`src/sv/pcr_pkg.sv`:
```
// Shared widths, defaults, payload structs and control types for the
// permutation crossover repair block. No dependencies.
package pcr_pkg;

  localparam int GENE_W          = 6;   // city number width
  localparam int CITY_W          = 7;   // city count and pivot width
  localparam int MAX_CITIES_DEF  = 64;
  localparam int CITY_MIN        = 2;

  typedef struct packed {
    logic [GENE_W-1:0] gene_from_first;
    logic [GENE_W-1:0] gene_from_second;
    logic [CITY_W-1:0] pivot;
  } parent_item_t;

  typedef struct packed {
    logic [GENE_W-1:0] child_gene;
    logic              was_replaced;
    logic              last;
  } child_item_t;

  typedef enum logic {
    PH_LOAD,
    PH_EMIT
  } phase_t;

  // Control from the sequencer to the city maps.
  typedef struct packed {
    logic              clear;
    logic              set_valid;
    logic [GENE_W-1:0] set_city;
    logic              scan_en;
    logic              consume;
    logic              mark_valid;
    logic [GENE_W-1:0] mark_city;
    logic [GENE_W-1:0] query_city;
  } map_ctrl_t;

  // Status back from the city maps.
  typedef struct packed {
    logic              miss_ok;
    logic [GENE_W-1:0] miss_city;
    logic              emitted;
  } map_stat_t;

endpackage

```
`src/sv/pcr_stream_if.sv`:
```
// Valid/ready stream interface with a typed payload.
// The payload type is supplied by the instantiating side.
interface pcr_stream_if #(
  parameter type payload_t = logic
) ();
  logic     valid;
  logic     ready;
  payload_t data;

  modport source (output valid, output data, input ready);
  modport sink   (input valid, input data, output ready);
endinterface

```
`src/sv/pcr_child_ram.sv`:
```
// Child gene store: one write port, one read port, registered read data.
// Depends on pcr_pkg for the gene width.
module pcr_child_ram import pcr_pkg::*; #(
  parameter int DEPTH  = MAX_CITIES_DEF,
  parameter int ADDR_W = $clog2(MAX_CITIES_DEF)
) (
  input  logic              clk,
  input  logic              we,
  input  logic [ADDR_W-1:0] waddr,
  input  logic [GENE_W-1:0] wdata,
  input  logic              re,
  input  logic [ADDR_W-1:0] raddr,
  output logic [GENE_W-1:0] rdata
);

  logic [GENE_W-1:0] mem [DEPTH];

  always_ff @(posedge clk) begin
    if (we) begin
      mem[waddr] <= wdata;
    end
  end

  // read data holds while no read is issued
  always_ff @(posedge clk) begin
    if (re) begin
      rdata <= mem[raddr];
    end
  end

endmodule

```
`src/sv/pcr_city_maps.sv`:
```
// Present and emitted city bitmaps plus the missing-city cursor.
// Depends on pcr_pkg for the control and status structs.
module pcr_city_maps import pcr_pkg::*; #(
  parameter int MAX_CITIES = MAX_CITIES_DEF,
  parameter int CNT_W      = $clog2(MAX_CITIES_DEF + 1),
  parameter int IDX_W      = $clog2(MAX_CITIES_DEF)
) (
  input  logic             clk,
  input  logic             rst,
  input  logic [CNT_W-1:0] n,
  input  map_ctrl_t        ctrl,
  output map_stat_t        stat
);

  logic [MAX_CITIES-1:0] present_map;
  logic [MAX_CITIES-1:0] emitted_map;
  logic [CNT_W-1:0]      cursor;
  logic [IDX_W-1:0]      cur_idx;
  logic                  cur_live;
  logic                  advance;

  assign cur_idx  = cursor[IDX_W-1:0];
  assign cur_live = ctrl.scan_en && (cursor < n);
  // the cursor walks over present cities on its own, and parks on a missing one
  assign advance  = cur_live && present_map[cur_idx];

  assign stat.miss_ok   = cur_live && !present_map[cur_idx];
  assign stat.miss_city = GENE_W'(cursor);
  assign stat.emitted   = emitted_map[ctrl.query_city[IDX_W-1:0]];

  always_ff @(posedge clk) begin
    if (rst || ctrl.clear) begin
      present_map <= '0;
      emitted_map <= '0;
      cursor      <= '0;
    end else begin
      if (ctrl.set_valid) begin
        present_map[ctrl.set_city[IDX_W-1:0]] <= 1'b1;
      end
      if (ctrl.mark_valid) begin
        emitted_map[ctrl.mark_city[IDX_W-1:0]] <= 1'b1;
      end
      if (ctrl.consume || advance) begin
        cursor <= cursor + 1'b1;
      end
    end
  end

endmodule

```
`src/sv/permutation_crossover_repair.sv`:
```
// Emit path: once the last gene of a child is taken, the phase register turns to emit; the
// gene store read and the output register then lie before the first repaired gene is offered.
// Throughput: one gene taken per cycle while loading; then one result per cycle while the
// receiver is ready, save where the cursor steps over present cities before a replacement.
// Reset: city_count is 64, maps and counters clear; the gene store is not cleared.
// A configuration write also discards the child being loaded or emitted, bar a result in the output register.
module permutation_crossover_repair import pcr_pkg::*; #(
  parameter int MAX_CITIES = MAX_CITIES_DEF
) (
  input  logic              clk,
  input  logic              rst,
  input  logic              cfg_we,
  input  logic [CITY_W-1:0] cfg_wdata,
  pcr_stream_if.sink        parents,
  pcr_stream_if.source      child
);

  localparam int CNT_W = $clog2(MAX_CITIES + 1);
  localparam int IDX_W = $clog2(MAX_CITIES);

  phase_t            phase;
  phase_t            phase_next;
  logic              load_en;
  logic              emit_en;

  logic [CNT_W-1:0]  n;
  logic [CNT_W-1:0]  n_next;
  logic [CNT_W-1:0]  pos;
  logic [CNT_W-1:0]  rd_idx;
  logic [CNT_W-1:0]  dec_idx;
  logic              g_valid;

  logic              load_fire;
  logic              load_last;
  logic [GENE_W-1:0] gene_sel;
  logic              issue;
  logic [GENE_W-1:0] g;
  logic              keep;
  logic              out_free;
  logic              g_fire;
  logic              dec_last;
  logic [GENE_W-1:0] dec_gene;

  logic              out_valid;
  child_item_t       out_data;

  map_ctrl_t         mctrl;
  map_stat_t         mstat;

  // ---------------- phase control ----------------
  always_comb begin
    phase_next = phase;
    if (cfg_we) begin
      phase_next = PH_LOAD;
    end else begin
      case (phase)
        PH_LOAD: if (load_fire && load_last) phase_next = PH_EMIT;
        PH_EMIT: if (g_fire && dec_last) phase_next = PH_LOAD;
        default: phase_next = PH_LOAD;
      endcase
    end
  end

  always_comb begin
    load_en = 1'b0;
    emit_en = 1'b0;
    case (phase)
      PH_LOAD: load_en = 1'b1;
      PH_EMIT: emit_en = 1'b1;
      default: load_en = 1'b0;
    endcase
  end

  always_ff @(posedge clk) begin
    if (rst) begin
      phase <= PH_LOAD;
    end else begin
      phase <= phase_next;
    end
  end

  // ---------------- city count register ----------------
  always_comb begin
    if (cfg_wdata < CITY_W'(CITY_MIN)) begin
      n_next = CNT_W'(CITY_MIN);
    end else if (cfg_wdata > CITY_W'(MAX_CITIES)) begin
      n_next = CNT_W'(MAX_CITIES);
    end else begin
      n_next = CNT_W'(cfg_wdata);
    end
  end

  always_ff @(posedge clk) begin
    if (rst) begin
      n <= CNT_W'(MAX_CITIES);
    end else if (cfg_we) begin
      n <= n_next;
    end
  end

  // ---------------- load side ----------------
  assign parents.ready = load_en;
  assign load_fire     = parents.valid && load_en;
  assign load_last     = (pos == n - CNT_W'(1));
  assign gene_sel      = (CITY_W'(pos) < parents.data.pivot) ? parents.data.gene_from_first
                                                              : parents.data.gene_from_second;

  // ---------------- emit side ----------------
  // decision stage holds the registered gene from the store; a read is issued only when it is empty or frees
  assign issue    = emit_en && (rd_idx < n) && (!g_valid || g_fire);
  assign keep     = (CITY_W'(g) < CITY_W'(n)) && !mstat.emitted;
  assign out_free = !out_valid || child.ready;
  assign g_fire   = g_valid && out_free && (keep || mstat.miss_ok);
  assign dec_last = (dec_idx == n - CNT_W'(1));
  assign dec_gene = keep ? g : mstat.miss_city;

  always_ff @(posedge clk) begin
    if (rst || cfg_we) begin
      pos     <= '0;
      rd_idx  <= '0;
      dec_idx <= '0;
      g_valid <= 1'b0;
    end else begin
      if (load_fire) begin
        pos <= pos + 1'b1;
      end
      if (issue) begin
        rd_idx  <= rd_idx + 1'b1;
        g_valid <= 1'b1;
      end else if (g_fire) begin
        g_valid <= 1'b0;
      end
      if (g_fire) begin
        dec_idx <= dec_idx + 1'b1;
      end
      if (g_fire && dec_last) begin
        pos     <= '0;
        rd_idx  <= '0;
        dec_idx <= '0;
      end
    end
  end

  // ---------------- output register ----------------
  always_ff @(posedge clk) begin
    if (rst) begin
      out_valid <= 1'b0;
    end else if (g_fire) begin
      out_valid <= 1'b1;
    end else if (child.ready) begin
      out_valid <= 1'b0;
    end
  end

  always_ff @(posedge clk) begin
    if (g_fire) begin
      out_data.child_gene   <= dec_gene;
      out_data.was_replaced <= !keep;
      out_data.last         <= dec_last;
    end
  end

  assign child.valid = out_valid;
  assign child.data  = out_data;

  // ---------------- storage ----------------
  pcr_child_ram #(
    .DEPTH  (MAX_CITIES),
    .ADDR_W (IDX_W)
  ) u_ram (
    .clk   (clk),
    .we    (load_fire),
    .waddr (pos[IDX_W-1:0]),
    .wdata (gene_sel),
    .re    (issue),
    .raddr (rd_idx[IDX_W-1:0]),
    .rdata (g)
  );

  always_comb begin
    mctrl.clear      = cfg_we || (g_fire && dec_last);
    mctrl.set_valid  = load_fire && (CITY_W'(gene_sel) < CITY_W'(n));
    mctrl.set_city   = gene_sel;
    mctrl.scan_en    = emit_en;
    mctrl.consume    = g_fire && !keep;
    mctrl.mark_valid = g_fire;
    mctrl.mark_city  = dec_gene;
    mctrl.query_city = g;
  end

  pcr_city_maps #(
    .MAX_CITIES (MAX_CITIES),
    .CNT_W      (CNT_W),
    .IDX_W      (IDX_W)
  ) u_maps (
    .clk  (clk),
    .rst  (rst),
    .n    (n),
    .ctrl (mctrl),
    .stat (mstat)
  );

endmodule

```
`src/flat_wrapper.sv`:
```
// flat-port wrapper written by rule: the top's interface ports become plain ports
module permutation_crossover_repair_flat import pcr_pkg::*;
#(
  parameter int MAX_CITIES = MAX_CITIES_DEF
)
  (clk, rst, cfg_we, cfg_wdata, parents_valid, parents_data, parents_ready, child_valid, child_data, child_ready);
  pcr_stream_if #(.payload_t(parent_item_t)) parents_i ();
  pcr_stream_if #(.payload_t(child_item_t)) child_i ();
  input  logic clk;
  input  logic rst;
  input  logic cfg_we;
  input  logic [CITY_W-1:0] cfg_wdata;
  input wire logic [$bits(parents_i.valid)-1:0] parents_valid;
  input wire logic [$bits(parents_i.data)-1:0] parents_data;
  output wire logic [$bits(parents_i.ready)-1:0] parents_ready;
  output wire logic [$bits(child_i.valid)-1:0] child_valid;
  output wire logic [$bits(child_i.data)-1:0] child_data;
  input wire logic [$bits(child_i.ready)-1:0] child_ready;
  assign parents_i.valid = parents_valid;
  assign parents_i.data = parents_data;
  assign parents_ready = parents_i.ready;
  assign child_valid = child_i.valid;
  assign child_data = child_i.data;
  assign child_i.ready = child_ready;
  permutation_crossover_repair #(.MAX_CITIES(MAX_CITIES)) u_core (.clk(clk), .rst(rst), .cfg_we(cfg_we), .cfg_wdata(cfg_wdata), .parents(parents_i), .child(child_i));
endmodule
```
`config.mk`:
```
export PLATFORM = sky130hd
export DESIGN_NAME = permutation_crossover_repair_flat
export DESIGN_NICKNAME = d
export VERILOG_FILES = /design/src/sv/pcr_pkg.sv /design/src/sv/pcr_stream_if.sv /design/src/sv/pcr_child_ram.sv /design/src/sv/pcr_city_maps.sv /design/src/sv/permutation_crossover_repair.sv /design/src/flat_wrapper.sv
export SDC_FILE = /design/constraint.sdc
export NUM_CORES = 1
export LEC_CHECK = 0
export BUFFER_PORTS_ARGS = -buffer_cell sky130_fd_sc_hd__buf_2
export CAP_MARGIN = 40
export CORE_ASPECT_RATIO = 1.25
export CORE_MARGIN = 1
export CORE_UTILIZATION = 40
export DETAILED_ROUTE_END_ITERATION = 8
export PLACE_DENSITY = 0.66
export SYNTH_ARGS = -nofsm -noshare
export SYNTH_HDL_FRONTEND = slang
export SYNTH_HIERARCHICAL = 1
export SYNTH_SLANG_ARGS = --single-unit
```
`constraint.sdc`:
```
create_clock -name clk -period 6.55 [get_ports clk]
set_input_delay 1.31 -clock clk [delete_from_list [all_inputs] [get_ports clk]]
set_output_delay 1.31 -clock clk [all_outputs]
set_load 0.03 [all_outputs]
```
; ---- Word-level counts from Yosys, hierarchy flattened
; Memories as Yosys holds them, arrays and structs flattened. A register that Yosys moved wholly into a read port is not among the register bits.
; Cells that the tools add are included.
[op_classes]
reduce_logical = 31
n_addsub = 5
magnitude_cmp = 13
n_eq_ne = 2
mux = 23
bitwise = 3
[op_table]
columns = op, count
row1 = OR 64 bit, 2
row2 = "adder 7 x 1 -> 7 bit, second input constant", 4
row3 = "less-than comparator 6 x 7 -> 1 bit, second input constant", 4
row4 = less-than comparator 7 bit, 3
row5 = logical AND 1 bit, 15
row6 = equality test 7 bit, 2
row7 = less-than comparator 6 x 7 -> 1 bit, 2
row8 = two-way mux 1 bit, 14
row9 = two-way mux 7 bit, 2
row10 = binary-select mux 1 bit (select 6 bit), 2
row11 = demux 1 bit (select 6 bit), 2
row12 = "greater-or-equal comparator 6 x 1 -> 1 bit, second input constant", 2
row13 = two-way mux 6 bit, 2
row14 = "greater-than comparator 7 bit, second input constant", 1
row15 = logical OR 1 bit, 7
row16 = "less-than comparator 7 x 2 -> 1 bit, second input constant", 1
row17 = "subtractor 7 x 1 -> 7 bit, second input constant", 1
row18 = zero test 1 bit, 5
row19 = nonzero test 2 bit, 2
row20 = OR reduction 2 bit, 2
row21 = one-hot mux 1 bit (2 select lines), 1
row22 = NOT 1 bit, 1
[word_totals]
mem_bits_rw = 384
mem_count = 1
out_inout_bits = 10
in_bits = 31
reg_bits = 174
[mem_list]
columns = name, words, word_bits, rd, rd_ports_with_merged_regs, write_ports, line
row1 = u_core.u_ram.mem, 64, 6, 1, 1, 1, pcr_child_ram.sv:16  ; logic [GENE_W-1:0] mem [DEPTH];

; ---- Longest topological paths before layout
; Gate-level depths: netlist (run 1).
[logic_depth]
word_depth = 10
ltp_mapped = 17

; ---- Modules after synthesis
; The synthesis (run 1) kept the hierarchy.
[modules_own_cells]
columns = mod, instances, cells_per_inst, seq_area_each_um2, area_each_um2
row1 = pcr_child_ram, 1, 720, 11711.2, 15285.9
row2 = pcr_city_maps, 1, 621, 2702.6, 5746.8
row3 = permutation_crossover_repair, 1, 298, 860.8, 2656.3

; ---- Worst setup path after synthesis (run 1)
; OpenSTA, ideal clock, no wires.
[synth_path]
path_kind = input to register
from = in parents_data[2]
to = reg u_core.u_maps.present_map[12]
required_ns = 6.484
n_path_buf = 0
setup_ns = 0.066
path_slack_ns = 1.527
cell_stages = 17
arrival_time_ns = 4.957
path_cell_list = inv_1 ha_1 nand2_1 o21ai_0 a21oi_1 o21ai_1 mux2_2 ha_1 a21o_1 a21oi_1 o21ai_0 or3_1 o21ai_0 nand2_1 nor3_1 a21oi_1 nor2_1
[synth_lines]
columns = item, line
row1 = from (decl), flat_wrapper.sv:14  ; input wire logic [$bits(parents_i.data)-1:0] parents_data;
row2 = to (signal assigned), pcr_city_maps.sv:33  ; present_map <= '0;
row3 = "to (signal, indexed assignment)", pcr_city_maps.sv:38  ; present_map[ctrl.set_city[IDX_W-1:0]] <= 1'b1;
row4 = to (decl), pcr_city_maps.sv:15  ; logic [MAX_CITIES-1:0] present_map;

==> results of run 1 <==
==> final timing paths <==
| path | endpoint | slack [ps] | cells after the start |
|---|---|---|---|
| worst max-delay path | u_core/u_maps/present_map[40] | 1590 | 16 |
| worst min-delay path | u_core/u_maps/present_map[61] | 460 | 2 |
| worst max register to register | u_core/u_maps/present_map[40] | 1590 | 16 |
| worst min register to register | u_core/u_maps/present_map[61] | 460 | 2 |
==> final cells by class <==
type | instances | area share
clock buffer | 67 | 0.05636
clock inverter | 39 | 0.01985
inverter | 33 | 0.004646
multi-input combinational | 949 | 0.2915
sequential | 564 | 0.5732
tap | 757 | 0.03552
timing repair buffer | 72 | 0.01887
==> placed cells by master (no fill, tap or decap), types with 16 or more instances in the layout <==
cell,instances
a21oi_1,160
buf_2,45
buf_4,20
clkbuf_16,56
dfxtp_1,163
edfxtp_1,398
ha_1,33
inv_1,32
mux2_2,22
mux2i_1,32
mux4_2,116
nand2_1,42
nand3_1,22
nor2_1,249
nor2b_1,17
nor3_1,26
o21ai_0,16
o22ai_1,16
==> metrics by stage <==
| step | hold WS [ps] | setup slack [ps] |
|---|---|---|
| finish | 461.2 | 1589 |
| global route | 481.7 | 1216 |
| CTS | 467.2 | 1634 |
| detailed placement | 452.5 | 1034 |
| global placement | 440.7 | 1181 |
| floorplan | 428.4 | 1527 |
==> state kept, by name, indices dropped and copies added (netlist names) <==
name and flops:
u_core/u_ram/mem 384, u_core/u_maps/cursor 7, u_core/u_ram/rdata 6, u_core/pos 7
u_core/u_maps/emitted_map 64, u_core/phase 1, u_core/u_maps/present_map 64, u_core/n 7
u_core/child.data 8, u_core/g_valid 1, u_core/child.valid 1, u_core/rd_idx 7
u_core/dec_idx 7
==> layer usage <==
| layer | GRT usage | routed length (um) | part of all wire | up-vias |
|---|---|---|---|---|
| met5 | 0 | 0 | 0 | - |
| met4 | 0.07241 | 1750 | 0.033 | 0 |
| met3 | 0.03417 | 3584 | 0.067 | 121 |
| met2 | 0.3010 | 26390 | 0.49 | 517 |
| met1 | 0.2254 | 21700 | 0.41 | 7108 |
| li1 | - | - | - | 6360 |
==> power by group through the flow <==
stage / Combinational (mW) / Clock (mW) / Sequential (mW)
after floorplan: 0.112 / 0 / 3.90
after global placement: 0.171 / 0 / 3.90
after detailed placement: 0.178 / 0 / 3.90
after CTS: 0.179 / 3.56 / 3.83
after global routing: 0.195 / 3.69 / 3.83
final: 0.179 / 3.49 / 3.83
==> worst max-delay path: cells and delay by family, from the launching register on <==
| family | cells | cell delay [ps] |
|---|---|---|
| multiplexers | 1 | 410 |
| flip-flops | 1 | 850 |
| adder cells (fa/ha/maj) | 2 | 560 |
| AND/OR/NAND/NOR | 5 | 1360 |
| AO/OA/AOI/OAI | 8 | 1700 |
==> cells by family after synthesis <==
kind of cell | count (synthesis)
adders and majority gates | 33
muxes | 180
DFF | 564
AOI/OAI and AO/OA | 278
and+or+nand+nor | 436
buffers and inverters | 126
xor gates and xnor gates | 22
==> results.json, run 1 <==
{
  "crit_start": "u_core/pos[2]",
  "power.internal_mw": 5.984,
  "hp-class": "reg -> reg",
  "hold_start": "u_core/u_maps/present_map[61]",
  "async_flop_share": 0,
  "p_sw_mw": 1.512,
  "cp_slowest_cell": "dfxtp_1",
  "drc": 8,
  "grt_pass1_vias": 14090,
  "num_io_pins": 41,
  "yosysMostFrequentCell": "edfxtp_1",
  "fin_area_sq_mm": 0.02666,
  "setup_viol": 0,
  "fillers": 5044,
  "seq_area_sq_mm": 0.01528,
  "clock-sinks": 564,
  "switching_share": 0.2017,
  "synth-simple-area-share": 0.08424,
  "synth_flop_cell": "edfxtp_1",
  "drv_slew": 0,
  "violations": "DRC",
  "clock_skew_ps": 17.68,
  "synthAdderAreaFrac": 0.01743,
  "clkTransAtPathRegs_ps": 60,
  "syn_nets": 1703,
  "post-cts-setup-buffer-count": 0,
  "htreeDepth": 2,
  "max_slew_margin": 0.3788,
  "viasPerCell": 5.686,
  "synth_area_sq_mm": 0.02369,
  "fin_nets": 1740,
  "multi_input_comb_area_sq_mm": 0.007772,
  "dr.pass1.iters": 7,
  "synth_common_cells": "edfxtp_1 (398), nor2_1 (249), dfxtp_1 (166)",
  "antenna_found_initial": 0,
  "synth_xor_area_frac": 0.008715,
  "critPathArrivalTime_ps": 5510,
  "worst_pin_slew_ps": 924.8,
  "cts_root_buf": "clkbuf_16",
  "grt_use_total": 0.1787,
  "post-dp-hpwl_um": 33600,
  "first_iter_violations": 1468,
  "syn_area_per_cell_sq_um": 14.45,
  "yosysTopAreaCell": "edfxtp_1",
  "grt_pass1_wl_um": 81830,
  "layout_min_cycle_time_ps": 4961,
  "tns_ps": 0,
  "grt_max_degree": 77,
  "outcome": "complete, but fails checks",
  "cts_tree": "built",
  "synthCells": 1639,
  "clock_power_share": 0.465,
  "ctsResizeCount": 0,
  "ir_drop_uv": 225.8,
  "cts_made_buffers": 56,
  "yosys-top-cells-area": "edfxtp_1 (50%), dfxtp_1 (14%), mux4_2 (11%), nor2_1 (3.9%), a21oi_1 (3.4%)",
  "synth_warnings": 6,
  "routed_wl_um": 53430,
  "num_vias": 14110,
  "muxShareOfSynthArea": 0.1454,
  "crit_chain": "ha_1, nand2_1, o21ai_0, a21oi_1, o21ai_1, mux2_2, ha_1, a21o_1, a21oi_1, o21ai_0, or3_1, o21ai_0, nand2_1, nor3_1, a21oi_1, nor2_1",
  "cp_data_required_time_ps": 7100,
  "p_per_area_mw_per_mm2": 281.1,
  "endpoint_kind": "flip-flop",
  "num_rows": 99,
  "report.power.total_mw": 7.496,
  "yosysUniqueCellTypes": 71,
  "die_w_um": 219.7,
  "p_leak_nw": 8.530,
  "pwr-share-seq": 0.511,
  "crit_fanout": 17,
  "worstSkewPairLatency_ps": 620,
  "synth-edff-count": 398,
  "dpl_cell_area_sq_mm": 0.02462,
  "comb_power_share": 0.024,
  "ctsHoldBuffers": 0,
  "start_util": 0.4052,
  "max_stage_delay_ps": 850,
  "core_area_sq_mm": 0.05847,
  "synth_seq_cells": 564,
  "gp_congestion": 0.8338,
  "area_growth_pct": 12.55,
  "drv_cap": 0,
  "synth_top_area_frac": 0.5045,
  "hold_viol": 0,
  "clockBufferDepth": 3,
  "antenna_cells": 0,
  "grt.overflow.total": 0,
  "start_kind": "flip-flop",
  "critPathKind": "reg -> reg",
  "max_freq_mhz": 201.6,
  "drive_gt1_frac": 0.1845,
  "wire_per_inst_um": 21.53,
  "dp_cells": 2373,
  "antenna_left": 0,
  "timing.rr.start": "u_core/pos[2]",
  "synth_compound_area_frac": 0.07225,
  "fin_cells": 2481,
  "grt_setup_unrepaired": "no",
  "portBuffers": 40,
  "final_core_util": 0.4560,
  "finalCritPeriodShare": 0.7574,
  "die_area_sq_mm": 0.06021,
  "synth_top_family_by_area": "multiplexers",
  "seq_area_frac_synth": 0.6448,
  "die_h_um": 274.1
}
Note: power is estimated with default switching activity, not from simulation.
==> inputs of run 2 (changes only) <==
Clock period 6.55 ns to 4.9 ns, I/O delays scaled along.
==> run 2 against run 1 <==
  * Critical path depth down 5
  * The flow still finishes with violations (DRC)
  * Via count up 1.1%
  * Largest cell class unchanged
  * Clock-buffer cell count up 5
  * Final cell count up 0.93%
  * Critical path type unchanged
  * Combinational power up 39%
  * Design area up 0.10%
  * Global-route usage up 0.13 points
  * Critical endpoint is now u_core/u_maps/cursor[4]
==> results.json, run 2 (synthesis results as in run 1) <==
{
  "tns_ps": 0,
  "seq_area_sq_mm": 0.01528,
  "cts_tree": "built",
  "drc": 8,
  "wire_per_inst_um": 21.54,
  "grt_use_total": 0.1799,
  "worstSkewPairLatency_ps": 630,
  "hold_start": "u_core/u_maps/present_map[46]",
  "outcome": "complete, but fails checks",
  "grt_setup_unrepaired": "no",
  "p_leak_nw": 8.596,
  "ctsHoldBuffers": 0,
  "r2r_setup_slack_ps": 570,
  "layout_common_cells": "edfxtp_1 (398), nor2_1 (249), dfxtp_1 (163), a21oi_1 (160), mux4_2 (116)",
  "setup_viol": 0,
  "cp_slowest_cell": "mux4_2",
  "hold_viol": 0,
  "clock_skew_ps": 21.66,
  "portBuffers": 40,
  "fin_nets": 1770,
  "first_iter_violations": 1587,
  "max_freq_mhz": 231.2,
  "num_rows": 99,
  "timing.rr.start": "u_core/u_ram/rdata[0]",
  "core_area_sq_mm": 0.05847,
  "drv_cap": 0,
  "clock-sinks": 564,
  "ctsResizeCount": 0,
  "htreeDepth": 2,
  "die_h_um": 274.1,
  "crit_chain": "buf_4, mux4_2, mux4_2, mux4_2, a211oi_4, o211ai_4, o31ai_1, or2_4, buf_12, a2111o_1, o21ai_1",
  "antenna_left": 0,
  "start_kind": "flip-flop",
  "cts_root_buf": "clkbuf_16",
  "start_util": 0.4052,
  "gp_congestion": 0.8168,
  "num_vias": 14260,
  "p_per_area_mw_per_mm2": 358.8,
  "drive_gt1_frac": 0.1969,
  "grt_pass1_vias": 14140,
  "finalCritPeriodShare": 0.8827,
  "post-cts-setup-buffer-count": 0,
  "max_stage_delay_ps": 580,
  "grt_pass1_wl_um": 82080,
  "ir_drop_uv": 295.5,
  "multi_input_comb_area_sq_mm": 0.007772,
  "clkTransAtPathRegs_ps": 60,
  "layout_min_cycle_time_ps": 4325,
  "hold_depth": 2,
  "die_w_um": 219.7,
  "fin_area_sq_mm": 0.02669,
  "final_common_cell": "edfxtp_1",
  "hold_path_end": "u_core/u_maps/present_map[46]",
  "antenna_found_initial": 0,
  "antenna_cells": 0,
  "grt.overflow.total": 0,
  "hp-class": "reg -> reg",
  "cp_common_cell": "mux4_2",
  "top_register": "u_core/u_ram/mem",
  "clockBufferDepth": 3,
  "reg2reg_depth": 11,
  "routed_wl_um": 53930,
  "reg2reg_to": "u_core/u_maps/cursor[4]",
  "reg_top3": "u_core/u_ram/mem: 384 flops, u_core/u_maps/emitted_map: 64 flops, u_core/u_maps/present_map: 64 flops",
  "dpl_cell_area_sq_mm": 0.02486,
  "critPathKind": "reg -> reg",
  "largest_reg_flops": 384,
  "num_io_pins": 41,
  "die_area_sq_mm": 0.06021,
  "drv_slew": 0,
  "crit_fanout": 68,
  "critPathArrivalTime_ps": 4830,
  "fillers": 5054,
  "viasPerCell": 5.694,
  "dr.pass1.iters": 8,
  "max_slew_margin": 0.4269,
  "worst_pin_slew_ps": 853.0,
  "cts_made_buffers": 56,
  "violations": "DRC",
  "endpoint_kind": "flip-flop",
  "area_growth_pct": 12.67,
  "grt_max_degree": 77,
  "post-dp-hpwl_um": 34450,
  "cp_data_required_time_ps": 5410
}
==> run 2: cell count changes in the layout (fill, tap and decap cells not counted), moves of 2 or more <==
cell | before | now
clkbuf_8 | 6 | 8
bufinv_16 | 12 | 2
clkinv_2 | 11 | 13
buf_4 | 20 | 55
buf_8 | 4 | 0
clkinv_1 | 9 | 5
clkbuf_16 | 56 | 58
buf_12 | 2 | 4
buf_2 | 45 | 42
==> run 2: how the worst max path moves through the flow <==
stage	from	to	cells after the start	slack [ps]
after floorplan	parents_data[2]	u_core/u_maps/present_map[12]	17	210
after global placement	parents_data[2]	u_core/u_maps/present_map[23]	19	240
after detailed placement	parents_data[2]	u_core/u_maps/present_map[27]	19	170
after CTS	u_core/u_ram/rdata[0]	u_core/u_maps/cursor[3]	11	540
after global routing	u_core/u_ram/rdata[0]	u_core/u_maps/cursor[3]	11	300
final	u_core/u_ram/rdata[0]	u_core/u_maps/cursor[4]	11	570
==> run 2: cell type report <==
cell class / instances / share of cell area
multi-input cells: 949 / 0.2912
clock buffers: 72 / 0.05935
flip-flops and latches: 564 / 0.5726
inverters: 33 / 0.004641
clock inverters: 27 / 0.009282
repair buffers: 102 / 0.02738
well taps: 757 / 0.03549
==> run 2: worst max-delay path, delay by kind of cell, from the launching register on <==
| kind | cells | cell delay [ps] |
|---|---|---|
| flip-flops | 1 | 320 |
| AO/OA/AOI/OAI | 5 | 1300 |
| buffers and inverters | 2 | 630 |
| AND/OR/NAND/NOR | 1 | 270 |
| multiplexers | 3 | 1670 |
==> run 2: report_power, final <==
group	total [mW]	switching, mW	internal [mW]
Clock	4.21	1.82	2.40
Sequential	5.12	0.00948	5.11
Combinational	0.248	0.174	0.0743
Total	9.58	2.00	7.58
==> run 2: metrics by stage <==
stage                 util  hold WS [ps]  setup WS, ps  power (mW)  cells
detailed placement  0.4252         451.9         167.0       5.465   2405
finish              0.4565         465.0         574.6       9.577   2504
global route        0.4565         488.3         299.4       9.868   2504
CTS                 0.4565         466.1         543.3       9.660   2504
floorplan                -         428.4         207.2       5.364   1639
global placement    0.4245         440.5         243.8       5.455   2402
==> run 2: layer usage <==
metal / routed length (um) / GRT usage / part of all wire
met5: 0 / 0 / 0
met4: 1807 / 0.06878 / 0.034
met3: 3597 / 0.03683 / 0.067
met2: 26610 / 0.3023 / 0.49
met1: 21910 / 0.2278 / 0.41
